**config.mk**
```make
export PLATFORM = sky130hd
export DESIGN_NAME = pci_ide_controller_config_space_unit
export DESIGN_NICKNAME = d
export VERILOG_FILES = /design/src/rtl/ideconf_pkg.sv /design/src/rtl/ideconf_regs.sv /design/src/rtl/ideconf_core.sv /design/src/rtl/pci_ide_controller_config_space_unit.sv
export VERILOG_INCLUDE_DIRS = /design/src /design/src/rtl
export SDC_FILE = /design/constraint.sdc
export NUM_CORES = 1
export LEC_CHECK = 0
export ABC_AREA = 1
export BUFFER_PORTS_ARGS = -buffer_cell sky130_fd_sc_hd__buf_2
export CORE_MARGIN = 5
export CORE_UTILIZATION = 31
export CTS_CLUSTER_DIAMETER = 200
export DETAILED_ROUTE_END_ITERATION = 8
export GPL_TIMING_DRIVEN = 1
export SYNTH_ARGS = -nofsm -noshare
export SYNTH_HDL_FRONTEND = slang
export SYNTH_SLANG_ARGS = --single-unit
```
**constraint.sdc**
```tcl
create_clock -name clk -period 6.1 [get_ports clk]
set_clock_uncertainty 0.15 [all_clocks]
set_input_delay 1.525 -clock clk [delete_from_list [all_inputs] [get_ports clk]]
set_output_delay 1.525 -clock clk [all_outputs]
set_load 0.05 [all_outputs]
```
**src/rtl/assert_macros.svh**
```systemverilog
// Assertion helpers shared by the RTL.
`ifndef ASSERT_MACROS_SVH
`define ASSERT_MACROS_SVH

// Same-cycle implication, disabled in reset.
`define ASSERT_IMPL(lbl, clk, rst, a, c) \
  lbl: assert property (@(posedge clk) disable iff (rst) (a) |-> (c)) \
    else $error("implication failed");

// Next-cycle implication, disabled in reset.
`define ASSERT_NEXT(lbl, clk, rst, a, c) \
  lbl: assert property (@(posedge clk) disable iff (rst) (a) |=> (c)) \
    else $error("next-cycle implication failed");

`endif

```
**src/rtl/ideconf_pkg.sv**
```systemverilog
// ---------------------------------------------------------------------------
// ideconf_pkg
// Shared types and constants of the IDE controller config space unit.
// ---------------------------------------------------------------------------
package ideconf_pkg;

  typedef enum logic [2:0] {
    OP_READ   = 3'd0,
    OP_WRITE  = 3'd1,
    OP_IRQ0   = 3'd2,
    OP_IRQ1   = 3'd3,
    OP_VENDOR = 3'd4,
    OP_RESET  = 3'd5
  } op_t;

  localparam logic [2:0] CFG_CHIP_VARIANT     = 3'd0;
  localparam logic [2:0] CFG_RAID_MODE        = 3'd1;
  localparam logic [2:0] CFG_SUBSYSTEM_RELOAD = 3'd2;
  localparam logic [2:0] CFG_BIOS_PRESENT     = 3'd3;
  localparam logic [2:0] CFG_PRIMARY_ONLY     = 3'd4;
  localparam logic [2:0] CFG_DEVICE_ENABLED   = 3'd5;
  localparam logic [2:0] CFG_PROG_IF_RESET    = 3'd6;
  localparam logic [2:0] CFG_ROM_SIZE_MASK    = 3'd7;

  typedef struct packed {
    logic [1:0]  chip_variant;
    logic        raid_mode;
    logic        subsystem_reload;
    logic        bios_present;
    logic        primary_only;
    logic        device_enabled;
    logic [7:0]  prog_if_reset;
    logic [15:0] rom_size_mask;
  } cfg_t;

  localparam cfg_t CFG_RESET = '{
    chip_variant: 2'd0, raid_mode: 1'b0, subsystem_reload: 1'b0,
    bios_present: 1'b0, primary_only: 1'b0, device_enabled: 1'b1,
    prog_if_reset: 8'h8a, rom_size_mask: 16'h3fff
  };

  typedef struct packed {
    logic [2:0] opcode;
    logic [2:0] func;
    logic [7:0] reg_addr;
    logic [7:0] write_data;
    logic [7:0] irq_status;
  } item_t;

  typedef struct packed {
    logic        rom_enable;
    logic [31:0] rom_base;
    logic        irq_forward;
    logic        busmaster_enable;
    logic [15:0] busmaster_base;
    logic [1:0]  channel_irq_modes;
    logic [1:0]  channel_enables;
    logic [15:0] secondary_ctrl_base;
    logic [15:0] secondary_cmd_base;
    logic [15:0] primary_ctrl_base;
    logic [15:0] primary_cmd_base;
    logic [7:0]  read_data;
  } res_t;

endpackage

```
**src/rtl/ideconf_regs.sv**
```systemverilog
// ---------------------------------------------------------------------------
// ideconf_regs
// Strap and option registers written through the configuration port.
// ---------------------------------------------------------------------------
module ideconf_regs (
  input  logic                clk,
  input  logic                rst,
  input  logic                cfg_we,
  input  logic [2:0]          cfg_addr,
  input  logic [15:0]         cfg_wdata,
  output ideconf_pkg::cfg_t   cfg
);
  import ideconf_pkg::*;

  always_ff @(posedge clk) begin
    if (rst) begin
      cfg <= CFG_RESET;
    end else if (cfg_we) begin
      unique case (cfg_addr)
        CFG_CHIP_VARIANT:     cfg.chip_variant     <= cfg_wdata[1:0];
        CFG_RAID_MODE:        cfg.raid_mode        <= cfg_wdata[0];
        CFG_SUBSYSTEM_RELOAD: cfg.subsystem_reload <= cfg_wdata[0];
        CFG_BIOS_PRESENT:     cfg.bios_present     <= cfg_wdata[0];
        CFG_PRIMARY_ONLY:     cfg.primary_only     <= cfg_wdata[0];
        CFG_DEVICE_ENABLED:   cfg.device_enabled   <= cfg_wdata[0];
        CFG_PROG_IF_RESET:    cfg.prog_if_reset    <= cfg_wdata[7:0];
        CFG_ROM_SIZE_MASK:    cfg.rom_size_mask    <= cfg_wdata;
        default:              cfg                  <= cfg;
      endcase
    end
  end

endmodule

```
**src/rtl/ideconf_core.sv**
```systemverilog
// ---------------------------------------------------------------------------
// ideconf_core
// Config space byte registers, request execution and window decode.
// ---------------------------------------------------------------------------
module ideconf_core (
  input  logic                 clk,
  input  logic                 rst,
  input  ideconf_pkg::cfg_t    cfg,
  input  logic                 fire,
  input  ideconf_pkg::item_t   item,
  output ideconf_pkg::res_t    res
);
  import ideconf_pkg::*;

  // Only bytes that can ever be nonzero or that depend on straps are stored.
  typedef struct packed {
    logic [7:0] r02, r04, r05, r06, r07, r08, r09, r0a, r0b;
    logic [7:0] r10, r11, r14, r15, r18, r19, r1c, r1d, r20, r21;
    logic [7:0] r2c, r2d, r2e, r2f, r30, r31, r32, r33, r34, r3c, r4f;
    logic [7:0] r50, r51, r52, r53, r54, r55, r56, r57, r58, r59, r5b;
    logic [7:0] r60, r62, r63, r64, r65, r67;
    logic [7:0] r71, r72, r73, r79, r7a, r7b;
  } cs_t;

  function automatic cs_t mask_rom(cs_t c, cfg_t f);
    logic [31:0] w;
    logic [31:0] m;
    w = {c.r33, c.r32, c.r31, c.r30};
    m = {16'hffff, ~f.rom_size_mask[15:1], 1'b1};
    if ((f.chip_variant != 2'd0) && f.bios_present) begin
      w = w & m;
      {c.r33, c.r32, c.r31, c.r30} = w;
    end
    return c;
  endfunction

  function automatic cs_t load_defaults(cfg_t f);
    cs_t c;
    logic ext;
    logic newer;
    ext   = (f.chip_variant != 2'd0);
    newer = f.chip_variant[1];
    c = '0;
    c.r02 = newer ? 8'h49 : (ext ? 8'h48 : 8'h46);
    c.r07 = 8'h02;
    c.r09 = f.prog_if_reset;
    if (ext && f.raid_mode) begin
      c.r06 = 8'h90; c.r08 = 8'h02; c.r0a = 8'h04; c.r50 = 8'h40;
      c.r10 = 8'h01; c.r14 = 8'h01; c.r18 = 8'h01; c.r1c = 8'h01;
    end else begin
      c.r06 = 8'h80; c.r0a = 8'h01;
    end
    c.r0b = 8'h01;
    if (ext && f.subsystem_reload) begin
      c.r2c = 8'h95; c.r2d = 8'h10; c.r2e = c.r02; c.r2f = 8'h06;
    end
    // legacy-capable prog-if in IDE class gets native default bases
    if (c.r0a == 8'h01 && (c.r09 & 8'h8a) == 8'h8a) begin
      c.r50 = 8'h40;
      c.r10 = 8'hf1; c.r11 = 8'h01; c.r14 = 8'hf5; c.r15 = 8'h03;
      c.r18 = 8'h71; c.r19 = 8'h01; c.r1c = 8'h75; c.r1d = 8'h03;
    end
    c.r20 = 8'h01;
    c.r3c = 8'h0e;
    if (!f.primary_only) c.r51 = 8'h08;
    c.r57 = 8'h0c;
    if (ext) begin
      c.r34 = 8'h60;
      c.r4f = f.subsystem_reload ? 8'h02 : 8'h00;
      c.r51 = c.r51 | 8'h04;
      if (newer) begin
        c.r57 = c.r57 | 8'h80;
        c.r59 = 8'h40;
      end else begin
        c.r57 = c.r57 | 8'hc0;
      end
      c.r60 = 8'h01; c.r62 = 8'h21; c.r63 = 8'h06; c.r65 = 8'h60;
      c.r67 = 8'hf0; c.r72 = 8'h08; c.r7a = 8'h08; c.r79 = 8'h83;
    end else begin
      c.r59 = 8'h40;
    end
    return c;
  endfunction

  function automatic logic [7:0] cs_byte(cs_t c, logic [7:0] a);
    logic [7:0] d;
    unique case (a)
      8'h00: d = 8'h95;   8'h01: d = 8'h10;   8'h02: d = c.r02;
      8'h03: d = 8'h06;   8'h04: d = c.r04;   8'h05: d = c.r05;
      8'h06: d = c.r06;   8'h07: d = c.r07;   8'h08: d = c.r08;
      8'h09: d = c.r09;   8'h0a: d = c.r0a;   8'h0b: d = c.r0b;
      8'h10: d = c.r10;   8'h11: d = c.r11;   8'h14: d = c.r14;
      8'h15: d = c.r15;   8'h18: d = c.r18;   8'h19: d = c.r19;
      8'h1c: d = c.r1c;   8'h1d: d = c.r1d;   8'h20: d = c.r20;
      8'h21: d = c.r21;   8'h2c: d = c.r2c;   8'h2d: d = c.r2d;
      8'h2e: d = c.r2e;   8'h2f: d = c.r2f;   8'h30: d = c.r30;
      8'h31: d = c.r31;   8'h32: d = c.r32;   8'h33: d = c.r33;
      8'h34: d = c.r34;   8'h3c: d = c.r3c;   8'h3d: d = 8'h01;
      8'h3e: d = 8'h02;   8'h3f: d = 8'h04;   8'h4f: d = c.r4f;
      8'h50: d = c.r50;   8'h51: d = c.r51;   8'h52: d = c.r52;
      8'h53: d = c.r53;   8'h54: d = c.r54;   8'h55: d = c.r55;
      8'h56: d = c.r56;   8'h57: d = c.r57;   8'h58: d = c.r58;
      8'h59: d = c.r59;   8'h5b: d = c.r5b;   8'h60: d = c.r60;
      8'h62: d = c.r62;   8'h63: d = c.r63;   8'h64: d = c.r64;
      8'h65: d = c.r65;   8'h67: d = c.r67;   8'h71: d = c.r71;
      8'h72: d = c.r72;   8'h73: d = c.r73;   8'h79: d = c.r79;
      8'h7a: d = c.r7a;   8'h7b: d = c.r7b;
      default: d = 8'h00;
    endcase
    return d;
  endfunction

  function automatic cs_t set_subsys(cs_t c, logic [1:0] i, logic [7:0] v);
    unique case (i)
      2'd0: c.r2c = v;
      2'd1: c.r2d = v;
      2'd2: c.r2e = v;
      default: c.r2f = v;
    endcase
    return c;
  endfunction

  function automatic cs_t cs_write(cs_t c, cfg_t f, logic [7:0] a, logic [7:0] v);
    logic ext;
    logic newer;
    logic unlock;
    ext    = (f.chip_variant != 2'd0);
    newer  = f.chip_variant[1];
    unlock = c.r50[6] || (ext && c.r0a == 8'h04 && c.r0b == 8'h01);
    unique case (a)
      8'h04: begin
        c.r04 = v & (f.bios_present ? 8'h47 : 8'h45);
        c = mask_rom(c, f);
      end
      8'h05: if (ext) c.r05 = (c.r05 & 8'h7e) | (v & 8'h01);
      8'h07: begin
        if (ext) c.r07 = ((c.r07 & ~(v & 8'hb9)) & 8'hbf) | (v & 8'h40);
        else c.r07 = c.r07 & ~(v & 8'hb1);
      end
      8'h09: begin
        if ((!ext || (c.r0a == 8'h01 && c.r0b == 8'h01)) && (c.r09 & 8'h0a) == 8'h0a)
          c.r09 = (c.r09 & 8'h8a) | (v & 8'h05);
      end
      8'h0a: if (ext && c.r4f[2]) c.r0a = v;
      8'h0b: if (ext && c.r4f[2]) c.r0b = v;
      8'h10: if (unlock) c.r10 = (v & 8'hf8) | 8'h01;
      8'h18: if (unlock) c.r18 = (v & 8'hf8) | 8'h01;
      8'h14: if (unlock) c.r14 = (v & 8'hfc) | 8'h01;
      8'h1c: if (unlock) c.r1c = (v & 8'hfc) | 8'h01;
      8'h11: if (unlock) c.r11 = v;
      8'h15: if (unlock) c.r15 = v;
      8'h19: if (unlock) c.r19 = v;
      8'h1d: if (unlock) c.r1d = v;
      8'h20: c.r20 = (v & 8'hf0) | 8'h01;
      8'h21: c.r21 = v;
      8'h3c: c.r3c = v;
      8'h2c, 8'h2d, 8'h2e, 8'h2f, 8'h8c, 8'h8d, 8'h8e, 8'h8f:
        if (ext) c = set_subsys(c, a[1:0], v);
      8'h30, 8'h31, 8'h32, 8'h33: begin
        if (ext && f.bios_present) begin
          unique case (a[1:0])
            2'd0: c.r30 = v;
            2'd1: c.r31 = v;
            2'd2: c.r32 = v;
            default: c.r33 = v;
          endcase
          c = mask_rom(c, f);
        end
      end
      8'h4f: if (ext) c.r4f = (c.r4f & 8'hfa) | (v & 8'h05);
      8'h51: c.r51 = v & (ext ? 8'hcc : 8'hc8);
      8'h52: c.r52 = v;
      8'h54: c.r54 = v;
      8'h56: c.r56 = v;
      8'h58: c.r58 = v;
      8'h5b: c.r5b = v;
      8'h59: if (newer || !ext) c.r59 = v;
      8'h53: c.r53 = v & 8'hc0;
      8'h55: c.r55 = v & 8'hc0;
      8'h57: c.r57 = (c.r57 & 8'h10) | (v & 8'hcc);
      8'h64: if (ext) c.r64 = (c.r64 & 8'hfc) | (v & 8'h03);
      8'h65: if (ext) c.r65 = (c.r65 & 8'h7f) | (v & 8'h80);
      default: c = c;
    endcase
    return c;
  endfunction

  cs_t        cs;
  cs_t        cs_next;
  logic       ext;
  logic       raid;
  logic       rom_act;
  logic       live;
  logic [7:0] rd;
  logic       fwd;
  logic [7:0] p9;
  logic [7:0] p50;
  logic [31:0] rom_w;

  assign ext     = (cfg.chip_variant != 2'd0);
  assign raid    = ext && cfg.raid_mode;
  assign rom_act = ext && cfg.bios_present;
  assign live    = cfg.device_enabled && (item.func == 3'd0);

  always_comb begin
    cs_next = cs;
    rd      = 8'h00;
    fwd     = 1'b0;
    case (op_t'(item.opcode))
      OP_READ: begin
        if (live) begin
          rd = cs_byte(cs, item.reg_addr);
          if (item.reg_addr == 8'h09 && ext && cs.r0a == 8'h04) rd = 8'h00;
          else if (item.reg_addr == 8'h50) cs_next.r50[2] = 1'b0;
          else if (item.reg_addr == 8'h57) cs_next.r57[4] = 1'b0;
          else if (ext && item.reg_addr[7:2] == 6'b100011)
            rd = cs_byte(cs, {6'b001011, item.reg_addr[1:0]});
        end else begin
          rd = 8'hff;
        end
      end
      OP_WRITE: if (live) cs_next = cs_write(cs, cfg, item.reg_addr, item.write_data);
      OP_IRQ0: begin
        // latch holds until read or a vendor clear, unless a new interrupt is flagged
        if (!cs.r50[2] || item.irq_status[2])
          cs_next.r50 = (cs.r50 & 8'hfb) | item.irq_status;
        fwd = !ext || !cs.r71[4];
      end
      OP_IRQ1: begin
        if (!cfg.primary_only) begin
          if (!cs.r57[4] || item.irq_status[2])
            cs_next.r57 = (cs.r57 & 8'hef) | {item.irq_status[5:0], 2'b00};
          fwd = !ext || !cs.r71[5];
        end
      end
      OP_VENDOR: begin
        rd = item.write_data;
        if (ext) begin
          case (item.reg_addr[3:0])
            4'h1: begin
              cs_next.r71 = item.write_data & 8'hf0;
              if (item.write_data[2]) cs_next.r50[2] = 1'b0;
              if (item.write_data[3]) cs_next.r57[4] = 1'b0;
              rd = item.write_data & 8'h03;
            end
            4'h3: cs_next.r73 = item.write_data;
            4'h9: begin
              cs_next.r79 = (cs.r79 & 8'h0f) | (item.write_data & 8'hf0);
              rd = item.write_data & 8'h03;
            end
            4'hb: cs_next.r7b = item.write_data;
            default: cs_next = cs;
          endcase
        end
      end
      OP_RESET: cs_next = mask_rom(load_defaults(cfg), cfg);
      default: cs_next = cs;
    endcase
  end

  // window decode on the updated registers
  always_comb begin
    p9  = raid ? 8'hff : cs_next.r09;
    p50 = raid ? (cs_next.r50 | 8'h40) : cs_next.r50;
    rom_w = {cs_next.r33, cs_next.r32, cs_next.r31, cs_next.r30};
    res = '0;
    res.read_data = rd;
    res.irq_forward = fwd;
    if (p9[0] && p50[6]) begin
      res.primary_cmd_base  = {cs_next.r11, cs_next.r10 & 8'hf8};
      res.primary_ctrl_base = {cs_next.r15, cs_next.r14 & 8'hfc} + 16'd2;
    end else begin
      res.primary_cmd_base  = 16'h01f0;
      res.primary_ctrl_base = 16'h03f6;
    end
    res.channel_irq_modes[0] = p9[0];
    res.channel_enables[0] = cfg.device_enabled && cs_next.r04[0] &&
                             (!ext || cs_next.r51[2]);
    if (!cfg.primary_only) begin
      if (p9[2] && p50[6]) begin
        res.secondary_cmd_base  = {cs_next.r19, cs_next.r18 & 8'hf8};
        res.secondary_ctrl_base = {cs_next.r1d, cs_next.r1c & 8'hfc} + 16'd2;
      end else begin
        res.secondary_cmd_base  = 16'h0170;
        res.secondary_ctrl_base = 16'h0376;
      end
      res.channel_irq_modes[1] = p9[2];
      res.channel_enables[1] = cfg.device_enabled && cs_next.r04[0] && cs_next.r51[3];
    end
    res.busmaster_base   = {cs_next.r21, cs_next.r20 & 8'hf0};
    res.busmaster_enable = cfg.device_enabled && cs_next.r04[0];
    if (rom_act) begin
      res.rom_base   = rom_w & 32'hfffffff0;
      res.rom_enable = cs_next.r04[1] && rom_w[0];
    end
  end

  always_ff @(posedge clk) begin
    if (rst) begin
      cs <= mask_rom(load_defaults(CFG_RESET), CFG_RESET);
    end else if (fire) begin
      cs <= cs_next;
    end
  end

endmodule

```
**src/rtl/pci_ide_controller_config_space_unit.sv**
```systemverilog
// ---------------------------------------------------------------------------
// pci_ide_controller_config_space_unit
// Config space of a dual-channel IDE controller with window decode.
// ---------------------------------------------------------------------------
//  channel  | dir | contents
//  s_*      | in  | one request: opcode, function, offset, data, irq status
//  m_*      | out | read data and decoded windows, one per request
//  cfg_*    | in  | strap/option register writes, index 0..7
//
//  One request per cycle sustained while m_* is not stalled; a taken request is
//  held in the input stage, and the result register and m_tvalid load when it fires.
//  The config-space byte update and decode sit between the two registers.
//  Synchronous reset loads the strap defaults; no clearing pass.
//  A stalled m_* holds; s_tready drops only while both stages are full.
// ---------------------------------------------------------------------------
module pci_ide_controller_config_space_unit (
  input  logic          clk,
  input  logic          rst,
  input  logic          s_tvalid,
  output logic          s_tready,
  // opcode[2:0] func[5:3] reg_addr[13:6] write_data[21:14] irq_status[29:22]
  input  logic [31:0]   s_tdata,
  output logic          m_tvalid,
  input  logic          m_tready,
  // read_data[7:0] primary_cmd_base[23:8] primary_ctrl_base[39:24]
  // secondary_cmd_base[55:40] secondary_ctrl_base[71:56]
  // channel_enables[73:72] channel_irq_modes[75:74] busmaster_base[91:76]
  // busmaster_enable[92] irq_forward[93] rom_base[125:94] rom_enable[126]
  output logic [127:0]  m_tdata,
  input  logic          cfg_we,
  input  logic [2:0]    cfg_addr,
  input  logic [15:0]   cfg_wdata
);
  import ideconf_pkg::*;

  `include "assert_macros.svh"

  cfg_t  cfg;
  item_t q_item;
  logic  q_valid;
  logic  out_free;
  logic  fire;
  logic  s_accept;
  res_t  res;

  assign out_free = !m_tvalid || m_tready;
  assign fire     = q_valid && out_free;
  assign s_tready = !q_valid || out_free;
  assign s_accept = s_tvalid && s_tready;

  ideconf_regs u_regs (
    .clk       (clk),
    .rst       (rst),
    .cfg_we    (cfg_we),
    .cfg_addr  (cfg_addr),
    .cfg_wdata (cfg_wdata),
    .cfg       (cfg)
  );

  ideconf_core u_core (
    .clk  (clk),
    .rst  (rst),
    .cfg  (cfg),
    .fire (fire),
    .item (q_item),
    .res  (res)
  );

  always_ff @(posedge clk) begin
    if (rst) begin
      q_valid <= 1'b0;
    end else if (s_accept) begin
      q_valid <= 1'b1;
    end else if (fire) begin
      q_valid <= 1'b0;
    end
  end

  always_ff @(posedge clk) begin
    if (s_accept) begin
      q_item <= '{opcode: s_tdata[2:0], func: s_tdata[5:3], reg_addr: s_tdata[13:6],
                  write_data: s_tdata[21:14], irq_status: s_tdata[29:22]};
    end
  end

  always_ff @(posedge clk) begin
    if (rst) begin
      m_tvalid <= 1'b0;
    end else if (fire) begin
      m_tvalid <= 1'b1;
    end else if (m_tready) begin
      m_tvalid <= 1'b0;
    end
  end

  always_ff @(posedge clk) begin
    if (fire) begin
      m_tdata <= {1'b0, res};
    end
  end

  `ASSERT_IMPL(a_ready_only_when_full, clk, rst, !s_tready, q_valid)
  `ASSERT_NEXT(a_fire_gives_result, clk, rst, fire, m_tvalid)
  `ASSERT_NEXT(a_stage_holds, clk, rst, q_valid && !out_free, q_valid && $stable(q_item))
  `ASSERT_IMPL(a_fwd_only_irq, clk, rst, fire && res.irq_forward,
    q_item.opcode == OP_IRQ0 || q_item.opcode == OP_IRQ1)

endmodule
```
---- Word-level counts from Yosys, hierarchy flattened ----
Index checks and enable logic that the tools add are counted.
Widths: inputs -> output; s select.
storage, ports and cells
  bits in registers ....................... 610
  logic and storage cells ................. 497
cells by class
  equal/unequal tests ..................... 140
  muxes and demuxes ....................... 153
  bitwise gates (word level) .............. 22
  reductions and logical operators ........ 98
  $add $sub $neg .......................... 2
operators with widths
  kind                number
  $pmux 240 s3        1
  $pmux 8 s3          30
  $pmux 8 s59         1
  $mux 8              58
  $mux 416            1
  $pmux 120 s3        1
  $mux 272            1
  $mux 240            1
  $pmux 72 s3         1
  $eq 8x7->1 const B  24
  $mux 179            1
  $pmux 48 s3         1
  $eq 8x6->1 const B  15
  $pmux 56 s2         1
  $reduce_and 8->1    12
  $reduce_and 7->1    12
  $ne 2x2->1 const B  39
  $and 32x32->32      2
  $eq 8x5->1 const B  8
  $mux 32             2
  $mux 64             1
  $pmux 8 s2          4
  $mux 7              7
  $pmux 24 s2         1
  other kinds (64)    190

---- Longest topological paths before layout ----
  word-level depth ........................ 16
  mapped depth ............................ 15

---- By module ----
A second synthesis with hierarchy kept.
unflattened totals
  cell total of the unflattened synthesis .. 3283
  area, all modules ....................... 24432.2 um^2
by module, submodules not included
  module                                times used  area an instance (um^2)  sequential area each (um^2)  cells an instance
  ideconf_core                          1           18401.4                  6286.0                       2940
  pci_ide_controller_config_space_unit  1           4817.1                   4754.6                       171
  ideconf_regs                          1           1213.7                   620.6                        172

---- Worst setup path after synthesis ----
OpenSTA, ideal clock, no wires.
  kind .................................... input port to flip-flop
  start point ............................. input m_tready
  end point ............................... register m_tdata[0], enable pin
  arrival time ............................ 5.415 ns
  buffers on the path ..................... 2
  stages on the path ...................... 6
  slack ................................... 0.018 ns
  cell sequence ........................... inv_1 nand2_1 nand2_1 inv_2 buf_1 buf_1
between the ends
  word-level cells in the longest chain between the ends .. 2
ends and longest elaborated chain
  item                  RTL line                                    source
  start, declared       pci_ide_controller_config_space_unit.sv:24  input logic m_tready,
  $logic_or 1x1->1      pci_ide_controller_config_space_unit.sv:46  assign out_free = !m_tvalid || m_tready;
  $logic_and 1x1->1     pci_ide_controller_config_space_unit.sv:47  assign fire = q_valid && out_free;
  named net fire        pci_ide_controller_config_space_unit.sv:42  logic fire;
  end signal, assigned  pci_ide_controller_config_space_unit.sv:98  m_tdata <= {1'b0, res};
  end, declared         pci_ide_controller_config_space_unit.sv:29  output logic [127:0] m_tdata,
The timed path passes the listed nets, and every way through them passes these cells.
A chain may end at the register's enable or synchronous reset.

---- Final worst setup path ----
  start point ............................. register q_item[27] in the netlist's numbering
  end point ............................... register m_tdata[12] (data pin)
between the ends
  word-level cells in the longest chain between the ends .. 4
  elaborated cells between the ends (all ways) .. 9
  classes of those cells .................. 4 x eq/ne; 4 x mux; 1 x reduce/logical
ends and longest elaborated chain
  item                                        RTL line                                    source
  start, declared                             pci_ide_controller_config_space_unit.sv:39  item_t q_item;
  start signal, assigned                      pci_ide_controller_config_space_unit.sv:81  q_item <= '{opcode: s_tdata[2:0], func: s_tdata[5:3], reg_addr: s_tdata[13:6],
  $eq 3x3->1 (tied with other cells)          ideconf_core.sv:209                         case (op_t'(item.opcode))
  $pmux 5 s4 or $pmux 240 s3 (tied branches)  ideconf_core.sv:209
  $mux 7 or $mux 3 (tied branches)            ideconf_core.sv:264, ideconf_core.sv:263
  $logic_and 1x1->1                           ideconf_core.sv:269                         if (p9[0] && p50[6]) begin
Several ways; a longest one is shown, not always the timed one. The select of a mux whose other input is x is not followed.

==> results_dict.tcl <==
set metrics [dict create \
    final_layout_size_suffix_gt1_share_pct 9.90 \
    rr_endpoint "m_tdata[12]" \
    grt_use_met3_pct 5.31 \
    cp-endpoint "m_tdata[12]" \
    crit_chain "nand2_2 -> buf_4 -> clkinv_1 -> nand2_1 -> inv_1 -> nand2_1 -> nand2_1 -> inv_1 -> o21ai_0 -> o21ai_0 -> o21ai_0 -> inv_1 -> nand2_1" \
    clkTransAtPathRegs_ns 0.06 \
    crit_fanout 41 \
    reg2reg_depth 13 \
    dr.pass1.iters 8 \
    synth_cell_type_count 44 \
    synthCells 3596 \
    syn_avg_cell_area_um2 6.83 \
    die_w_um 292 \
    placed_cell_area_um2 26400 \
    gp_congestion 1.08 \
    synth_warnings 0 \
    io_buffers 165 \
    hp-class "register to register" \
    whs_ns 0.290 \
    crit_start "q_item[27]" \
    crit_cells 13 \
    cts_tree "built" \
    die_h_um 292 \
    p_leak_nw 11.8 \
    fill_cells 8545 \
    synth.top_cell.area_share_pct 28.2 \
    core-area_um2 78700 \
    yosys.area.top_type "dfxtp_1" \
    initial_utilization_pct 31.2 \
    drtAntennaViolNets 0 \
    timing.slew.headroom_pct 13.8 \
    rsz0062_at_grt "false" \
    antenna_found_initial 7 \
    worst-slew-pin-transition_ns 1.29 \
    finalHoldViolations 0 \
    wl_per_cell_um 24.9 \
    clock-sinks 486 \
    synth-seq-cells 486 \
    vias 25600 \
    p_total_mw 8.01 \
    cts_resized 0 \
    worst-r2r-setup-slack_ns 1.27 \
    grt_max_degree 144 \
    first_global_vias 23200 \
    fin_crit_sh_pct 79.2 \
    hp-start "u_core.cs[187]" \
    reg2reg_from "q_item[27]" \
    worstPathRequired_ns 6.34 \
    synth_flop_cell "dfxtp_1" \
    cts-hold-fix-buffers 0 \
    async_flop_share_pct 0 \
    pwr_density_cell_nw_per_um2 281 \
    synthTopCellsByArea "dfxtp_1 28%, edfxtp_1 17%, nand2_1 17%" \
    critPathMaxStageDelay_ns 0.71 \
    numCtsBuffers 57 \
    met2_usage_pct 41.1 \
    drc 0 \
    grt_util_met1_pct 35.4 \
    num_rows 103 \
    syn_area_um2 24600 \
    die_area_um2 85000 \
    syn2layout_area_growth_pct 15.9 \
    cap_violations 0 \
    min_period_ns 4.83 \
    busiest_layer "met2" \
    vdd_drop_max_uv 199 \
    worst-path-buf-inv 5 \
    critPathArrivalTime_ns 5.07 \
    cts_buffer_depth 3 \
    viasPerCell 5.31 \
    fin_nets 3776 \
    clk_latency_ns 0.65 \
    status "finished clean" \
    start_kind "register" \
    slowest_stage "nand2_1" \
    grt_pass1_wl_mm 168 \
    end_kind "register" \
    setup_tns_ns 0 \
    htree_levels 2 \
    wl_mm 120 \
    crit_top_cell "nand2_1" \
    drv_slew 0 \
    initialDrtViolationCount 3422 \
    synth_commonest_cells "1092 x nand2_1, 492 x nor2_1, 346 x dfxtp_1" \
    critPathKind "register to register" \
    postCtsSetupRepairBufs 0 \
    ctsRootBufferMaster "clkbuf_16" \
    synth_edf_count 140 \
    ys_seq_area_share_pct 45.3 \
    path_delay_family "buffers and inverters" \
    grt_usage_pct 26.8 \
    finalSetupViolCount 0 \
    grt_overflow 0 \
    clock.fmax_mhz 207 \
    synth.most_common_cell "nand2_1" \
    boundaryPins 186 \
    final_cell_area_um2 28500 \
    dpl.hpwl_mm 88.6 \
]
==> layout by cell type, fill, tap and decap left out, types with 6 or more instances in the layout <==
master      synthesis  layout
or2_2               7       7
o21ai_0           279     279
clkinv_1            7      12
nand3_1           185     185
conb_1              2      18
clkbuf_16           0      59
o21ai_1            16      16
clkinvlp_4          0       7
nand2_2            14      14
a21oi_1           330     330
a22oi_1            10      10
nor2_1            492     491
nor3_1             25      25
nor2_2             14      15
bufinv_16           0      11
dfxtp_1           346     346
nand2_1          1092    1091
clkbuf_1           97       7
buf_4              21      46
o211ai_1           17      17
inv_1             329     327
nand4_1            41      41
o22ai_1            28      28
inv_2              10       9
clkinv_2            0      12
a31oi_1             6       6
edfxtp_1          140     140
buf_2              21     164
==> cell families after synthesis <==
logic type | Yosys count | synth area share [%]
buffers and inverters | 508 | 8.19
AND/OR/NAND/NOR | 1887 | 31.2
other | 2 | 0.0306
AO/OA/AOI/OAI | 713 | 15.3
flip-flops | 486 | 45.3
==> sequential cells by signal, indices dropped and copies added, names as in the netlist <==
signal      cells
u_regs.cfg     30
u_core.cs     314
q_item         30
q_valid         1
m_tvalid        1
m_tdata       110
==> how the worst min path moves through the flow <==
stage / end / cells after the start
global route: u_core.cs[386] / 2
finish: u_core.cs[187] / 2
global placement: u_core.cs[406] / 2
CTS: u_core.cs[187] / 2
floorplan: u_core.cs[280] / 2
detailed placement: u_core.cs[187] / 2
==> tightest hold or removal path, delay by kind of cell, from the launching register on <==
kind	cells	cell delay [ns]
buf+inv	1	0.05
flops	1	0.30
simple gates	1	0.04
==> stage by stage <==
step | util (%) | cells | setup slack, ns
finish | 36.2 | 4820 | 1.27
global route | 36.2 | 4818 | 1.21
CTS | 36.2 | 4818 | 1.49
detailed placement | 33.6 | 4711 | 1.50
global placement | 33.6 | 4711 | 1.58
floorplan | - | 3612 | 0.0179
==> report_power, final <==
part	leakage (nW)	total, mW	internal (mW)	switching [mW]
Clock	0.986	3.78	2.27	1.51
Combinational	6.73	0.748	0.149	0.598
Sequential	4.12	3.48	3.41	0.0663
==> cell type report <==
class | instances | area [um2] | share of cell area, %
repair buffers | 211 | 1180 | 4.13
clock inverters | 37 | 489 | 1.72
clock buffers | 70 | 1550 | 5.44
diodes | 2 | 5.00 | 0.0176
well taps | 1050 | 1310 | 4.61
flip-flops and latches | 486 | 11100 | 39.1
inverters | 346 | 1310 | 4.60
multi-input cells | 2618 | 11500 | 40.4
==> routing by layer <==
layer	up-vias	part of all wire [%]
li1	11900	-
met5	-	0.038
met1	12000	40
met4	6	6.9
met3	313	9.3
met2	1380	44
(Power assumes the default switching activity.)
